===== config.mk =====
export PLATFORM = sky130hd
export DESIGN_NAME = flight_phase_sequencer_unit
export DESIGN_NICKNAME = d
export VERILOG_FILES = /design/src/fps_pkg.sv /design/src/fps_ladder.sv /design/src/fps_state.sv /design/src/flight_phase_sequencer_unit.sv
export SDC_FILE = /design/constraint.sdc
export NUM_CORES = 1
export LEC_CHECK = 0
export ABC_AREA = 0
export BUFFER_PORTS_ARGS = -buffer_cell sky130_fd_sc_hd__buf_2
export CORE_MARGIN = 1
export CORE_UTILIZATION = 45
export CTS_BUF_LIST = sky130_fd_sc_hd__clkbuf_8
export DETAILED_ROUTE_END_ITERATION = 10
export GPL_TIMING_DRIVEN = 1
export SYNTH_ARGS = -nofsm -noshare
export SYNTH_HDL_FRONTEND = slang
export SYNTH_SLANG_ARGS = --single-unit

===== constraint.sdc =====
create_clock -name clk_i -period 11.54 [get_ports clk_i]
set_input_delay 0 -clock clk_i [delete_from_list [all_inputs] [get_ports clk_i]]
set_output_delay 0 -clock clk_i [all_outputs]
set_load 0.005 [all_outputs]

===== src/fps_pkg.sv =====
// Shared types, phase codes and thresholds for the flight phase sequencer.
package fps_pkg;

  // Field widths
  localparam int unsigned RawW   = 20;
  localparam int unsigned VelW   = 16;
  localparam int unsigned TimeW  = 32;
  localparam int unsigned AltW   = 19;
  localparam int unsigned PhaseW = 4;
  localparam int unsigned LatchW = 2;
  localparam int unsigned CalW   = 10;
  localparam int unsigned CfgIdxW  = 2;
  localparam int unsigned CfgDataW = 18;

  // Register indexes
  localparam logic [CfgIdxW-1:0] REG_CALIB_SAMPLES = 2'd0;
  localparam logic [CfgIdxW-1:0] REG_PULSE_MS      = 2'd1;
  localparam logic [CfgIdxW-1:0] REG_MOTOR_OFF_MS  = 2'd2;
  localparam logic [CfgIdxW-1:0] REG_SHUTDOWN_MS   = 2'd3;

  // Register reset values
  localparam logic [9:0]  CALIB_SAMPLES_RST = 10'd1000;
  localparam logic [15:0] PULSE_MS_RST      = 16'd2000;
  localparam logic [15:0] MOTOR_OFF_MS_RST  = 16'd3000;
  localparam logic [17:0] SHUTDOWN_MS_RST   = 18'd60000;

  // Flight phases
  localparam logic [PhaseW-1:0] PH_PAD      = 4'd0;
  localparam logic [PhaseW-1:0] PH_ASCEND   = 4'd1;
  localparam logic [PhaseW-1:0] PH_APOGEE   = 4'd2;
  localparam logic [PhaseW-1:0] PH_DESC1    = 4'd3;
  localparam logic [PhaseW-1:0] PH_SEPARATE = 4'd4;
  localparam logic [PhaseW-1:0] PH_DESC2    = 4'd5;
  localparam logic [PhaseW-1:0] PH_ALT_FIX  = 4'd6;
  localparam logic [PhaseW-1:0] PH_DESC3    = 4'd7;
  localparam logic [PhaseW-1:0] PH_LANDING  = 4'd8;

  // Latch levels
  localparam logic [LatchW-1:0] LATCH_NONE = 2'd0;
  localparam logic [LatchW-1:0] LATCH_DESC = 2'd1;
  localparam logic [LatchW-1:0] LATCH_SEP  = 2'd2;

  // Altitude thresholds, cm
  localparam logic [AltW-1:0] ALT_500   = 19'd500;
  localparam logic [AltW-1:0] ALT_4000  = 19'd4000;
  localparam logic [AltW-1:0] ALT_5000  = 19'd5000;
  localparam logic [AltW-1:0] ALT_6000  = 19'd6000;
  localparam logic [AltW-1:0] ALT_18000 = 19'd18000;
  localparam logic [AltW-1:0] ALT_22500 = 19'd22500;
  localparam logic [AltW-1:0] ALT_39500 = 19'd39500;
  localparam logic [AltW-1:0] ALT_MAX   = 19'h7FFFF;

  // Velocity thresholds, cm/s
  localparam logic signed [VelW-1:0] VEL_ZERO  = 16'sd0;
  localparam logic signed [VelW-1:0] VEL_P100  = 16'sd100;
  localparam logic signed [VelW-1:0] VEL_M100  = -16'sd100;
  localparam logic signed [VelW-1:0] VEL_M200  = -16'sd200;
  localparam logic signed [VelW-1:0] VEL_P300  = 16'sd300;
  localparam logic signed [VelW-1:0] VEL_M300  = -16'sd300;

  typedef struct packed {
    logic [9:0]  calib_samples;
    logic [15:0] pulse_ms;
    logic [15:0] motor_off_ms;
    logic [17:0] shutdown_ms;
  } cfg_t;

  typedef struct packed {
    logic [PhaseW-1:0] flight_phase;
    logic [AltW-1:0]   relative_altitude;
    logic              separation_drive;
    logic              buzzer_on;
    logic              motors_off;
    logic              system_off;
  } result_t;

endpackage


===== src/fps_ladder.sv =====
// Prioritized threshold ladder: next flight phase and latch level.
module fps_ladder (
  input  logic [fps_pkg::AltW-1:0]          alt_i,
  input  logic signed [fps_pkg::VelW-1:0]   vel_i,
  input  logic [fps_pkg::PhaseW-1:0]        phase_i,
  input  logic [fps_pkg::LatchW-1:0]        latch_i,
  output logic [fps_pkg::PhaseW-1:0]        phase_o,
  output logic [fps_pkg::LatchW-1:0]        latch_o
);

  logic l0, l2, llt2, llt3;

  assign l0   = (latch_i == fps_pkg::LATCH_NONE);
  assign l2   = (latch_i == fps_pkg::LATCH_SEP);
  assign llt2 = (latch_i == fps_pkg::LATCH_NONE) || (latch_i == fps_pkg::LATCH_DESC);
  assign llt3 = llt2 || l2;

  // first match wins; no match holds the phase
  always_comb begin
    phase_o = phase_i;
    latch_o = latch_i;
    if (alt_i < fps_pkg::ALT_500 && vel_i >= fps_pkg::VEL_ZERO &&
        vel_i < fps_pkg::VEL_P100 && l0) begin
      phase_o = fps_pkg::PH_PAD;
    end else if (alt_i >= fps_pkg::ALT_500 && vel_i >= fps_pkg::VEL_P100 && l0) begin
      phase_o = fps_pkg::PH_ASCEND;
    end else if (alt_i > fps_pkg::ALT_6000 && vel_i < fps_pkg::VEL_P100 &&
                 vel_i > fps_pkg::VEL_M100 && l0) begin
      phase_o = fps_pkg::PH_APOGEE;
    end else if (alt_i > fps_pkg::ALT_5000 && vel_i <= fps_pkg::VEL_M200 && llt2) begin
      phase_o = fps_pkg::PH_DESC1;
      latch_o = fps_pkg::LATCH_DESC;
    end else if (alt_i < fps_pkg::ALT_5000 && alt_i > fps_pkg::ALT_4000 &&
                 vel_i < fps_pkg::VEL_M200 && llt3) begin
      phase_o = fps_pkg::PH_SEPARATE;
      latch_o = fps_pkg::LATCH_SEP;
    end else if (alt_i < fps_pkg::ALT_39500 && alt_i > fps_pkg::ALT_22500 &&
                 vel_i < fps_pkg::VEL_M200) begin
      phase_o = fps_pkg::PH_DESC2;
      latch_o = fps_pkg::LATCH_SEP;
    end else if (alt_i < fps_pkg::ALT_22500 && alt_i > fps_pkg::ALT_18000 &&
                 vel_i > fps_pkg::VEL_M300 && vel_i < fps_pkg::VEL_P300 && l2) begin
      phase_o = fps_pkg::PH_ALT_FIX;
    end else if (alt_i < fps_pkg::ALT_18000 && vel_i < fps_pkg::VEL_M200 && l2) begin
      phase_o = fps_pkg::PH_DESC3;
    end else if (alt_i < fps_pkg::ALT_500 && vel_i < fps_pkg::VEL_P100 &&
                 vel_i > fps_pkg::VEL_M100 && l2) begin
      phase_o = fps_pkg::PH_LANDING;
    end
  end

endmodule


===== src/fps_state.sv =====
// Sequencer state: calibration, phase, separation pulse and landing timers.
module fps_state (
  input  logic                              clk_i,
  input  logic                              rst_ni,
  input  logic                              step_i,
  input  logic signed [fps_pkg::RawW-1:0]   raw_altitude_i,
  input  logic signed [fps_pkg::VelW-1:0]   vertical_velocity_i,
  input  logic [fps_pkg::TimeW-1:0]         now_ms_i,
  input  logic                              separate_cmd_i,
  input  fps_pkg::cfg_t                     cfg_i,
  output fps_pkg::result_t                  result_o
);

  logic [fps_pkg::PhaseW-1:0] phase_q, phase_d, ladder_phase;
  logic [fps_pkg::LatchW-1:0] latch_q, latch_d, ladder_latch;
  logic [fps_pkg::CalW-1:0]   calib_cnt_q, calib_cnt_d;
  logic signed [fps_pkg::RawW-1:0] offset_q, offset_d;
  logic                       armed_q, armed_d;
  logic                       pstarted_q, pstarted_d;
  logic [fps_pkg::TimeW-1:0]  pstart_q, pstart_d;
  logic                       lstarted_q, lstarted_d;
  logic [fps_pkg::TimeW-1:0]  lstart_q, lstart_d;

  logic signed [fps_pkg::RawW:0] diff;
  logic [fps_pkg::AltW-1:0]   rel_alt;
  logic [fps_pkg::TimeW-1:0]  pulse_el, land_el;
  logic                       drive, landing;

  // calibration: offset tracks the sample while the count is short
  always_comb begin
    offset_d    = offset_q;
    calib_cnt_d = calib_cnt_q;
    if (calib_cnt_q < cfg_i.calib_samples) begin
      offset_d    = raw_altitude_i;
      calib_cnt_d = calib_cnt_q + 10'd1;
    end
  end

  assign diff = {raw_altitude_i[fps_pkg::RawW-1], raw_altitude_i}
              - {offset_d[fps_pkg::RawW-1], offset_d};

  always_comb begin
    if (diff[fps_pkg::RawW]) begin
      rel_alt = '0;
    end else if (diff[fps_pkg::RawW-1]) begin
      rel_alt = fps_pkg::ALT_MAX;
    end else begin
      rel_alt = diff[fps_pkg::AltW-1:0];
    end
  end

  fps_ladder u_ladder (
    .alt_i   (rel_alt),
    .vel_i   (vertical_velocity_i),
    .phase_i (phase_q),
    .latch_i (latch_q),
    .phase_o (ladder_phase),
    .latch_o (ladder_latch)
  );

  assign phase_d = ladder_phase;
  assign latch_d = separate_cmd_i ? fps_pkg::LATCH_SEP : ladder_latch;

  // separation pulse, one shot until reset
  always_comb begin
    pstarted_d = pstarted_q;
    pstart_d   = pstart_q;
    armed_d    = armed_q;
    drive      = 1'b0;
    if (armed_q && !pstarted_q &&
        (phase_d == fps_pkg::PH_SEPARATE || separate_cmd_i)) begin
      pstarted_d = 1'b1;
      pstart_d   = now_ms_i;
    end
    pulse_el = now_ms_i - pstart_d;
    if (armed_q && pstarted_d) begin
      if (pulse_el > {16'd0, cfg_i.pulse_ms}) begin
        armed_d = 1'b0;
      end else begin
        drive = 1'b1;
      end
    end
  end

  // landing timer starts once
  assign landing = (phase_d == fps_pkg::PH_LANDING);

  always_comb begin
    lstarted_d = lstarted_q;
    lstart_d   = lstart_q;
    if (landing && !lstarted_q) begin
      lstarted_d = 1'b1;
      lstart_d   = now_ms_i;
    end
    land_el = now_ms_i - lstart_d;
  end

  assign result_o.flight_phase      = phase_d;
  assign result_o.relative_altitude = rel_alt;
  assign result_o.separation_drive  = drive;
  assign result_o.buzzer_on         = landing;
  assign result_o.motors_off        = landing && (land_el > {16'd0, cfg_i.motor_off_ms});
  assign result_o.system_off        = landing && (land_el > {14'd0, cfg_i.shutdown_ms});

  always_ff @(posedge clk_i or negedge rst_ni) begin
    if (!rst_ni) begin
      phase_q     <= fps_pkg::PH_PAD;
      latch_q     <= fps_pkg::LATCH_NONE;
      calib_cnt_q <= '0;
      offset_q    <= '0;
      armed_q     <= 1'b1;
      pstarted_q  <= 1'b0;
      pstart_q    <= '0;
      lstarted_q  <= 1'b0;
      lstart_q    <= '0;
    end else if (step_i) begin
      phase_q     <= phase_d;
      latch_q     <= latch_d;
      calib_cnt_q <= calib_cnt_d;
      offset_q    <= offset_d;
      armed_q     <= armed_d;
      pstarted_q  <= pstarted_d;
      pstart_q    <= pstart_d;
      lstarted_q  <= lstarted_d;
      lstart_q    <= lstart_d;
    end
  end

`ifndef SYNTHESIS
  a_latch_legal: assert property (@(posedge clk_i) disable iff (!rst_ni)
    latch_q != 2'd3)
    else $error("latch reached unused level");
  a_pulse_once: assert property (@(posedge clk_i) disable iff (!rst_ni)
    $fell(armed_q) |=> !armed_q)
    else $error("separation pulse re-armed");
  a_drive_needs_start: assert property (@(posedge clk_i) disable iff (!rst_ni)
    (step_i && result_o.separation_drive) |=> pstarted_q)
    else $error("drive without pulse start");
`endif

endmodule


===== src/flight_phase_sequencer_unit.sv =====
// Top level of the flight phase sequencer: stream ports, config and stage registers.
//
// Usage:
//   Sensor samples enter on the s_axis channel, one per beat; each beat yields
//   exactly one result beat on m_axis, in order. Registers are written on the
//   cfg channel (index 0 calib_samples, 1 pulse_ms, 2 motor_off_ms,
//   3 shutdown_ms); cfg_ready_o is always high, write only while idle.
//   An accepted input beat passes through the input register, then the result
//   register, before its result beat is valid. Throughput: one beat per cycle
//   while m_axis_tready_i is high; the phase ladder, calibration subtract and
//   timer compares all fit between the input register and the result register,
//   and the sequencer state updates at the same edge that loads the result.
//   Reset: phase pad, latch clear, calibration restarts, pulse re-armed,
//   landing timer cleared, registers back to their defaults, both stages empty.
//   Stall: when m_axis_tready_i is low and a result is valid, the result register
//   holds; an empty input register still takes one more beat, after which
//   s_axis_tready_o drops until the result is taken.
module flight_phase_sequencer_unit (
  input  logic        clk_i,
  input  logic        rst_ni,
  // slave stream
  input  logic        s_axis_tvalid_i,
  output logic        s_axis_tready_o,
  // [19:0] raw_altitude, [35:20] vertical_velocity, [67:36] now_ms,
  // [68] separate_cmd, [71:69] zero
  input  logic [71:0] s_axis_tdata_i,
  // master stream
  output logic        m_axis_tvalid_o,
  input  logic        m_axis_tready_i,
  // [3:0] flight_phase, [22:4] relative_altitude, [23] separation_drive,
  // [24] buzzer_on, [25] motors_off, [26] system_off, [31:27] zero
  output logic [31:0] m_axis_tdata_o,
  // config write
  input  logic        cfg_valid_i,
  output logic        cfg_ready_o,
  input  logic [fps_pkg::CfgIdxW-1:0]  cfg_index_i,
  input  logic [fps_pkg::CfgDataW-1:0] cfg_data_i
);

  fps_pkg::cfg_t    cfg_q;
  fps_pkg::result_t step_res, res_q;

  logic        in_vld_q, out_vld_q;
  logic [68:0] in_q;
  logic        advance, step;

  // result stage frees when empty or being taken
  assign advance = !out_vld_q || m_axis_tready_i;
  assign step    = in_vld_q && advance;
  assign s_axis_tready_o = !in_vld_q || advance;
  assign cfg_ready_o     = 1'b1;

  always_ff @(posedge clk_i or negedge rst_ni) begin
    if (!rst_ni) begin
      cfg_q.calib_samples <= fps_pkg::CALIB_SAMPLES_RST;
      cfg_q.pulse_ms      <= fps_pkg::PULSE_MS_RST;
      cfg_q.motor_off_ms  <= fps_pkg::MOTOR_OFF_MS_RST;
      cfg_q.shutdown_ms   <= fps_pkg::SHUTDOWN_MS_RST;
    end else if (cfg_valid_i) begin
      case (cfg_index_i)
        fps_pkg::REG_CALIB_SAMPLES: cfg_q.calib_samples <= cfg_data_i[9:0];
        fps_pkg::REG_PULSE_MS:      cfg_q.pulse_ms      <= cfg_data_i[15:0];
        fps_pkg::REG_MOTOR_OFF_MS:  cfg_q.motor_off_ms  <= cfg_data_i[15:0];
        fps_pkg::REG_SHUTDOWN_MS:   cfg_q.shutdown_ms   <= cfg_data_i;
        default: ;
      endcase
    end
  end

  // input stage
  always_ff @(posedge clk_i or negedge rst_ni) begin
    if (!rst_ni) begin
      in_vld_q <= 1'b0;
    end else if (s_axis_tready_o) begin
      in_vld_q <= s_axis_tvalid_i;
    end
  end

  always_ff @(posedge clk_i) begin
    if (s_axis_tready_o && s_axis_tvalid_i) begin
      in_q <= s_axis_tdata_i[68:0];
    end
  end

  fps_state u_state (
    .clk_i               (clk_i),
    .rst_ni              (rst_ni),
    .step_i              (step),
    .raw_altitude_i      (in_q[19:0]),
    .vertical_velocity_i (in_q[35:20]),
    .now_ms_i            (in_q[67:36]),
    .separate_cmd_i      (in_q[68]),
    .cfg_i               (cfg_q),
    .result_o            (step_res)
  );

  // result stage
  always_ff @(posedge clk_i or negedge rst_ni) begin
    if (!rst_ni) begin
      out_vld_q <= 1'b0;
    end else if (advance) begin
      out_vld_q <= in_vld_q;
    end
  end

  always_ff @(posedge clk_i) begin
    if (step) begin
      res_q <= step_res;
    end
  end

  assign m_axis_tvalid_o = out_vld_q;
  assign m_axis_tdata_o  = {5'd0, res_q.system_off, res_q.motors_off, res_q.buzzer_on,
                            res_q.separation_drive, res_q.relative_altitude,
                            res_q.flight_phase};

`ifndef SYNTHESIS
  a_buzz_landing: assert property (@(posedge clk_i) disable iff (!rst_ni)
    (out_vld_q && res_q.buzzer_on) |-> (res_q.flight_phase == fps_pkg::PH_LANDING))
    else $error("buzzer outside landing");
  a_off_needs_buzz: assert property (@(posedge clk_i) disable iff (!rst_ni)
    (out_vld_q && (res_q.motors_off || res_q.system_off)) |-> res_q.buzzer_on)
    else $error("shutdown flag outside landing");
  a_stage_hold: assert property (@(posedge clk_i) disable iff (!rst_ni)
    (in_vld_q && !advance) |=> in_vld_q)
    else $error("input beat dropped during stall");
`endif

endmodule


==> reports/qor.yml, run 1 <==
multiInputGateArea_sq_um: 10700
finalCritPeriodShare_pct: 95.8
finalWorstSetupSlack_ps: 490
fmax_mhz: 90.5
crit_fanout: 7
first_pass_iters: 5
clk_latency_ps: 620
grt_antenna_before_repair: 0
overflow: 0
die_h_um: 201
max-clock-path-buffers: 3
path_class: "flip-flop to flip-flop"
ys_ff_latch: 261
cts_tree: "yes"
maxCapViolations: 0
timing.hold.ws_ps: 17.0
grt_util_all_layers_pct: 24.2
report.final.slew_viol_count: 0
ant_nets: 0
synth_ff_type: "dfrtp_1"
synth_edf_count: 96
clk_pin_slew_ps: 60
p_int_w: 0.00272
max_stage_delay_ps: 520
drt_iter0_markers: 724
grt_max_degree: 91
coreArea_sq_um: 38700
routed_via_density: 5.56
io_pins: 132
slowest_stage: "dfstp_2"
drive_above_1_share_pct: 29.5
clockPowerShare_pct: 20.2
yosysWarnings: 0
grt_pass1_wl_mm: 78.2
detail_route.wl_per_cell_um: 18.3
finish.net_count: 2383
critPathTopFamily: "compound AO/OA/AOI/OAI gates"
pwr-share-seq_pct: 28.4
netSwitchingFraction_pct: 38.9
ir_drop_mv: 0.113
tns_ps: 0
path_common_cell: "a21o_1"
power_frac_comb_pct: 51.4
fillCellCount: 3357
numCtsBuffers: 48
finalWorstPathRequiredPeriod_ps: 11050
finalWeightedCongestion: 0.888
die_area_sq_um: 40200
syn2layout_area_growth_pct: 28.4
worstPathArrival_ps: 11500
vias: 15032
synth.distinct_cells: 98
worstMarginPinSlew_ps: 1110
numPortBuffers: 122
place_ws_ps: -72.4
drc: 0
rows: 72
finalHoldViolCount: 0
wl_mm: 49.4
syn_avg_cell_area_sq_um: 10.1
cts.sinks: 261
cp-start-kind: "flip-flop"
slew_headroom_pct: 25.8
path_buf_inv: 7
seq_area_frac_synth_pct: 39.7
powerDensity_nw_per_um2: 196
worst_clock_skew_ps: 39.8
die_width_um: 201
start_util_pct: 45.8
hp-class: "input pin to async pin"
worstPathRequired_ps: 11990
static-leakage-power_nw: 10.5
root_buffer: "clkbuf_8"
final-seq-area_sq_um: 7050
dp_hpwl_mm: 35.4
synth_cells: 1753
synth_area_sq_um: 17700
grt_pass1_vias: 14958
cts_htree_levels: 2
p_switching_w: 0.00173
setup.worst_path.end_class: "flip-flop"
status: "complete, no violations"
finalSetupViolations: 0
diodes: 0
synth-async-reset-ratio_pct: 63.2
[sequential cells by signal (all words and copies together), names as in the netlist, 4 cells and up]
| register | flops |
|---|---|
| in_q | 69 |
| u_state.offset_q | 20 |
| u_state.lstart_q | 32 |
| cfg_q | 60 |
| u_state.phase_q | 4 |
| u_state.pstart_q | 32 |
| u_state.calib_cnt_q | 10 |
| m_axis_tdata_o | 27 |
[worst reg2reg max path, delay by kind of cell (launching register included)]
family	cells	cell delay, ps
AO/OA/AOI/OAI	26	4660
XOR/XNOR	2	420
adder cells (fa/ha/maj)	4	1180
buffers and inverters	7	960
flip-flops	1	520
multiplexers	2	390
AND/OR/NAND/NOR	13	2750
[area by class of cell]
type,count,share of cell area [%]
clock buffer,53,3.20
clock inverter,37,1.06
timing repair buffer,402,13.4
inverter,106,1.75
tap,518,2.85
sequential,261,31.0
multi-input combinational,1326,46.8
[synthesized netlist by cell type (all sizes together) (8+ instances only)]
cell type	n	share of area (%)
a211o	8	0.40
a211oi	14	0.66
a21o	58	2.5
a21oi	101	2.9
a31oi	13	0.46
and2	8	0.28
and3	21	0.77
buf	17	0.54
clkbuf	47	0.99
dfrtp	138	19
dfstp	27	4.0
edfxtp	96	16
ha	138	9.7
inv	106	2.2
mux2	130	8.3
mux2i	79	4.5
nand2	111	2.4
nand2b	31	1.1
nand3	35	0.99
nand4	34	1.2
nor2	102	2.2
nor2b	20	0.71
nor3	48	1.4
nor4	13	0.53
o211ai	13	0.58
o21a	30	1.3
o21ai	98	2.8
o221ai	8	0.43
o31ai	11	0.73
or3	9	0.32
or4	8	0.34
xnor2	33	1.6
xor2	23	1.1
[power by group through the flow]
stage | combinational, W | sequential [W] | clock (W)
floorplan | 0.00131 | 0.00125 | 0
global placement | 0.00201 | 0.00128 | 0
detailed placement | 0.00203 | 0.00128 | 0
CTS | 0.00210 | 0.00126 | 0.000933
global route | 0.00252 | 0.00129 | 0.000972
finish | 0.00229 | 0.00127 | 0.000901
[cell families after synthesis]
group	Yosys count	synth area share, %
other	2	0.0424
xor gates and xnor gates	56	2.77
and+or+nand+nor	477	13.9
buffers and inverters	170	3.77
muxes	209	12.7
DFF	261	39.7
AOI/OAI and AO/OA	435	16.9
adders and majority gates	143	10.2
[through the flow]
| step | std cells | instance area [sq um] | total power [W] | utilization, % |
|---|---|---|---|---|
| 3_5_place_dp | 2478 | 19900 | 0.00331 | 51.3 |
| 3_3_place_gp | 2478 | 19900 | 0.00328 | 51.3 |
| 6_report | 2703 | 22800 | 0.00446 | 58.8 |
| 5_1_grt | 2703 | 22800 | 0.00478 | 58.8 |
| 4_1_cts | 2679 | 22000 | 0.00430 | 56.8 |
| 2_1_floorplan | 1757 | 17800 | 0.00256 | - |
[per-layer routing]
| metal | up-vias | wire (um) | track usage, % |
|---|---|---|---|
| li1 | 7295 | - | - |
| met1 | 7298 | 22400 | 31.2 |
| met2 | 337 | 23500 | 41.2 |
| met3 | 102 | 1870 | 3.44 |
| met4 | 0 | 1680 | 9.08 |
| met5 | - | 0 | 0 |
[cell usage in the layout (no fill, tap or decap), types with 12 or more instances in the layout]
cell type / instances
o211ai_1: 12
a21o_1: 57
o21a_1: 29
nand3_1: 33
edfxtp_1: 96
a21oi_1: 83
xor2_1: 23
clkbuf_8: 53
buf_4: 162
nand2b_1: 30
dfrtp_1: 138
nand2_1: 108
inv_1: 123
nand4_1: 34
dfstp_2: 27
nor2_1: 92
o21ai_1: 16
nor3_1: 45
and3_1: 19
mux2_2: 129
a21oi_2: 17
mux2i_1: 73
buf_2: 121
o21ai_0: 71
xnor2_1: 30
dlygate4sd3_1: 111
nor2b_1: 20
ha_1: 133
[timing repair]
action | 4_1_cts | 5_1_grt
buffers inserted | 0 | 23
gates cloned | 0 | 1
hold endpoints to repair | 220 | 0
pin swaps | 1 | 70
gates resized for setup | 7 | 126
endpoints found under the setup margin | 4 | 4
hold buffers | 111 | 0
[worst paths after layout]
check / startpoint / end / slack (ps) / depth (start not counted)
worst min-delay path: rst_ni / cfg_q[10] / 20 / 2
max in group asynchronous: rst_ni / m_axis_tvalid_o / 9900 / 3
worst min register to register: u_state.lstart_q[10] / u_state.lstart_q[10] / 480 / 2
worst max-delay path: cfg_q[57] / m_axis_tdata_o[23] / 490 / 54
min in group clk_i: s_axis_tdata_i[13] / in_q[13] / 100 / 2
worst max register to register: cfg_q[57] / m_axis_tdata_o[23] / 490 / 54
No activity file was read; power rests on OpenSTA's default activity.
==> run 2: changes to the inputs <==
==> constraint.sdc (replaced) <==
create_clock -name clk_i -period 11.54 [get_ports clk_i]
set_input_delay 0.577 -clock clk_i [delete_from_list [all_inputs] [get_ports clk_i]]
set_output_delay 0.577 -clock clk_i [all_outputs]
set_load 0.005 [all_outputs]
==> reports/qor.yml, run 2 (synthesis results as in run 1) <==
worstPathRequired_ps: 12020
root_buffer: "clkbuf_8"
die_area_sq_um: 40200
maxCapViolations: 0
max-clock-path-buffers: 3
clk_latency_ps: 620
ir_drop_mv: 0.121
diodes: 0
ctsHoldBuffers: 0
wl_mm: 47.9
start_util_pct: 45.8
max_stage_delay_ps: 520
io_pins: 132
vias: 14634
worstMarginPinSlew_ps: 1070
cts_tree: "yes"
grt_util_all_layers_pct: 23.5
die_h_um: 201
routed_via_density: 5.53
numCtsBuffers: 48
finalWeightedCongestion: 0.920
grt_pass1_vias: 14558
grt_antenna_before_repair: 0
slew_headroom_pct: 28.8
final_common_cell: "buf_4"
overflow: 0
detail_route.wl_per_cell_um: 18.1
final-seq-area_sq_um: 7050
hp-class: "input pin to async pin"
largest-register: "in_q"
largest_reg_flops: 69
numPortBuffers: 122
finish.net_count: 2325
rows: 72
die_width_um: 201
path_class: "flip-flop to flip-flop"
tns_ps: 0
cp-start-kind: "flip-flop"
slowest_stage: "dfstp_2"
report.final.slew_viol_count: 0
worst_clock_skew_ps: 14.2
grt_pass1_wl_mm: 76.2
drive_above_1_share_pct: 33.0
layout_common_cells: "214 x buf_4, 138 x dfrtp_1, 131 x ha_1, 130 x inv_1, 129 x mux2_2"
first_pass_iters: 5
cts_htree_levels: 2
startpoint: "cfg_q[53]"
fmax_mhz: 90.4
fillCellCount: 3508
status: "complete, no violations"
finalHoldViolCount: 0
ant_nets: 0
reg_top3: "in_q: 69 flops, cfg_q: 60 flops"
syn2layout_area_growth_pct: 24.4
setup.worst_path.end_class: "flip-flop"
dp_hpwl_mm: 35.6
drt_iter0_markers: 732
finalSetupViolations: 0
clk_pin_slew_ps: 60
worstPathArrival_ps: 11540
grt_max_degree: 103
r2r-start: "cfg_q[53]"
crit_fanout: 8
coreArea_sq_um: 38700
path_common_cell: "buf_4"
powerDensity_nw_per_um2: 202
cts.sinks: 261
static-leakage-power_nw: 10.3
dp_cells: 2535
finalPower_w: 0.00446
finalCritPeriodShare_pct: 95.9
drc: 0
finalWorstPathRequiredPeriod_ps: 11070
stdcell_count: 2645
multiInputGateArea_sq_um: 10700
-- run 2: cell count changes in the layout (fill, tap and decap cells not counted), moves of 4 or more --
cell | before | now
a21oi_4 | 1 | 5
o21ai_1 | 16 | 10
inv_1 | 123 | 130
dlygate4sd3_1 | 111 | 0
buf_4 | 162 | 214
clkinv_1 | 4 | 0
-- run 2: cell type report --
cell class                      instances  area share [%]
Timing Repair Buffer                  344            10.5
Tap cell                              518            2.94
Sequential cell                       261            31.9
Inverter                              106            1.80
Multi-Input combinational cell       1326            48.6
Clock inverter                         35           0.777
Clock buffer                           55            3.43
-- run 2: what timing repair did --
action	4_1_cts	5_1_grt
pin swaps	1	70
gates resized for setup	13	131
setup endpoints to repair	4	4
buffers inserted	0	20
-- run 2: path summary, 6_finish.rpt --
| check | end | cells after the start | slack [ps] |
|---|---|---|---|
| max in group asynchronous | cfg_q[10] | 2 | 9920 |
| setup reg to reg | m_axis_tdata_o[23] | 58 | 470 |
| hold / removal | cfg_q[28] | 1 | 100 |
| min in group clk_i | in_q[21] | 1 | 130 |
| setup / recovery | m_axis_tdata_o[23] | 58 | 470 |
| hold reg to reg | u_state.lstart_q[9] | 2 | 490 |
-- run 2: metrics by stage --
| stage | hold WS [ps] | area (sq um) | setup WS (ps) | utilization, % |
|---|---|---|---|---|
| floorplan | 281 | 17800 | 1.38 | - |
| global placement | 461 | 20300 | -39.0 | 52.4 |
| detailed placement | 469 | 20300 | -160 | 52.4 |
| CTS | 78.9 | 21300 | 2.40 | 54.9 |
| global route | 93.6 | 22100 | -149 | 57.0 |
| finish | 101 | 22100 | 473 | 57.0 |
-- run 2: critical path: cells and delay by family (launching register included) --
kind,cells,cell delay (ps)
xor gates and xnor gates,2,430
buffers and inverters,11,1610
adders and majority gates,4,1030
and+or+nand+nor,11,2060
muxes,2,410
DFF,1,520
AOI/OAI and AO/OA,28,4860
-- run 2: report_power, final --
part	internal (W)	switching (W)	total, W
logic	0.00111	0.00123	0.00234
clock network	0.000456	0.000397	0.000853
registers	0.00116	0.000103	0.00127
-- run 2: layer usage --
metal  part of all wire, %  GRT usage [%]
met2                    48           40.0
met3                   3.3           3.15
met4                   2.4           7.66
met1                    46           31.0
met5                     0              0
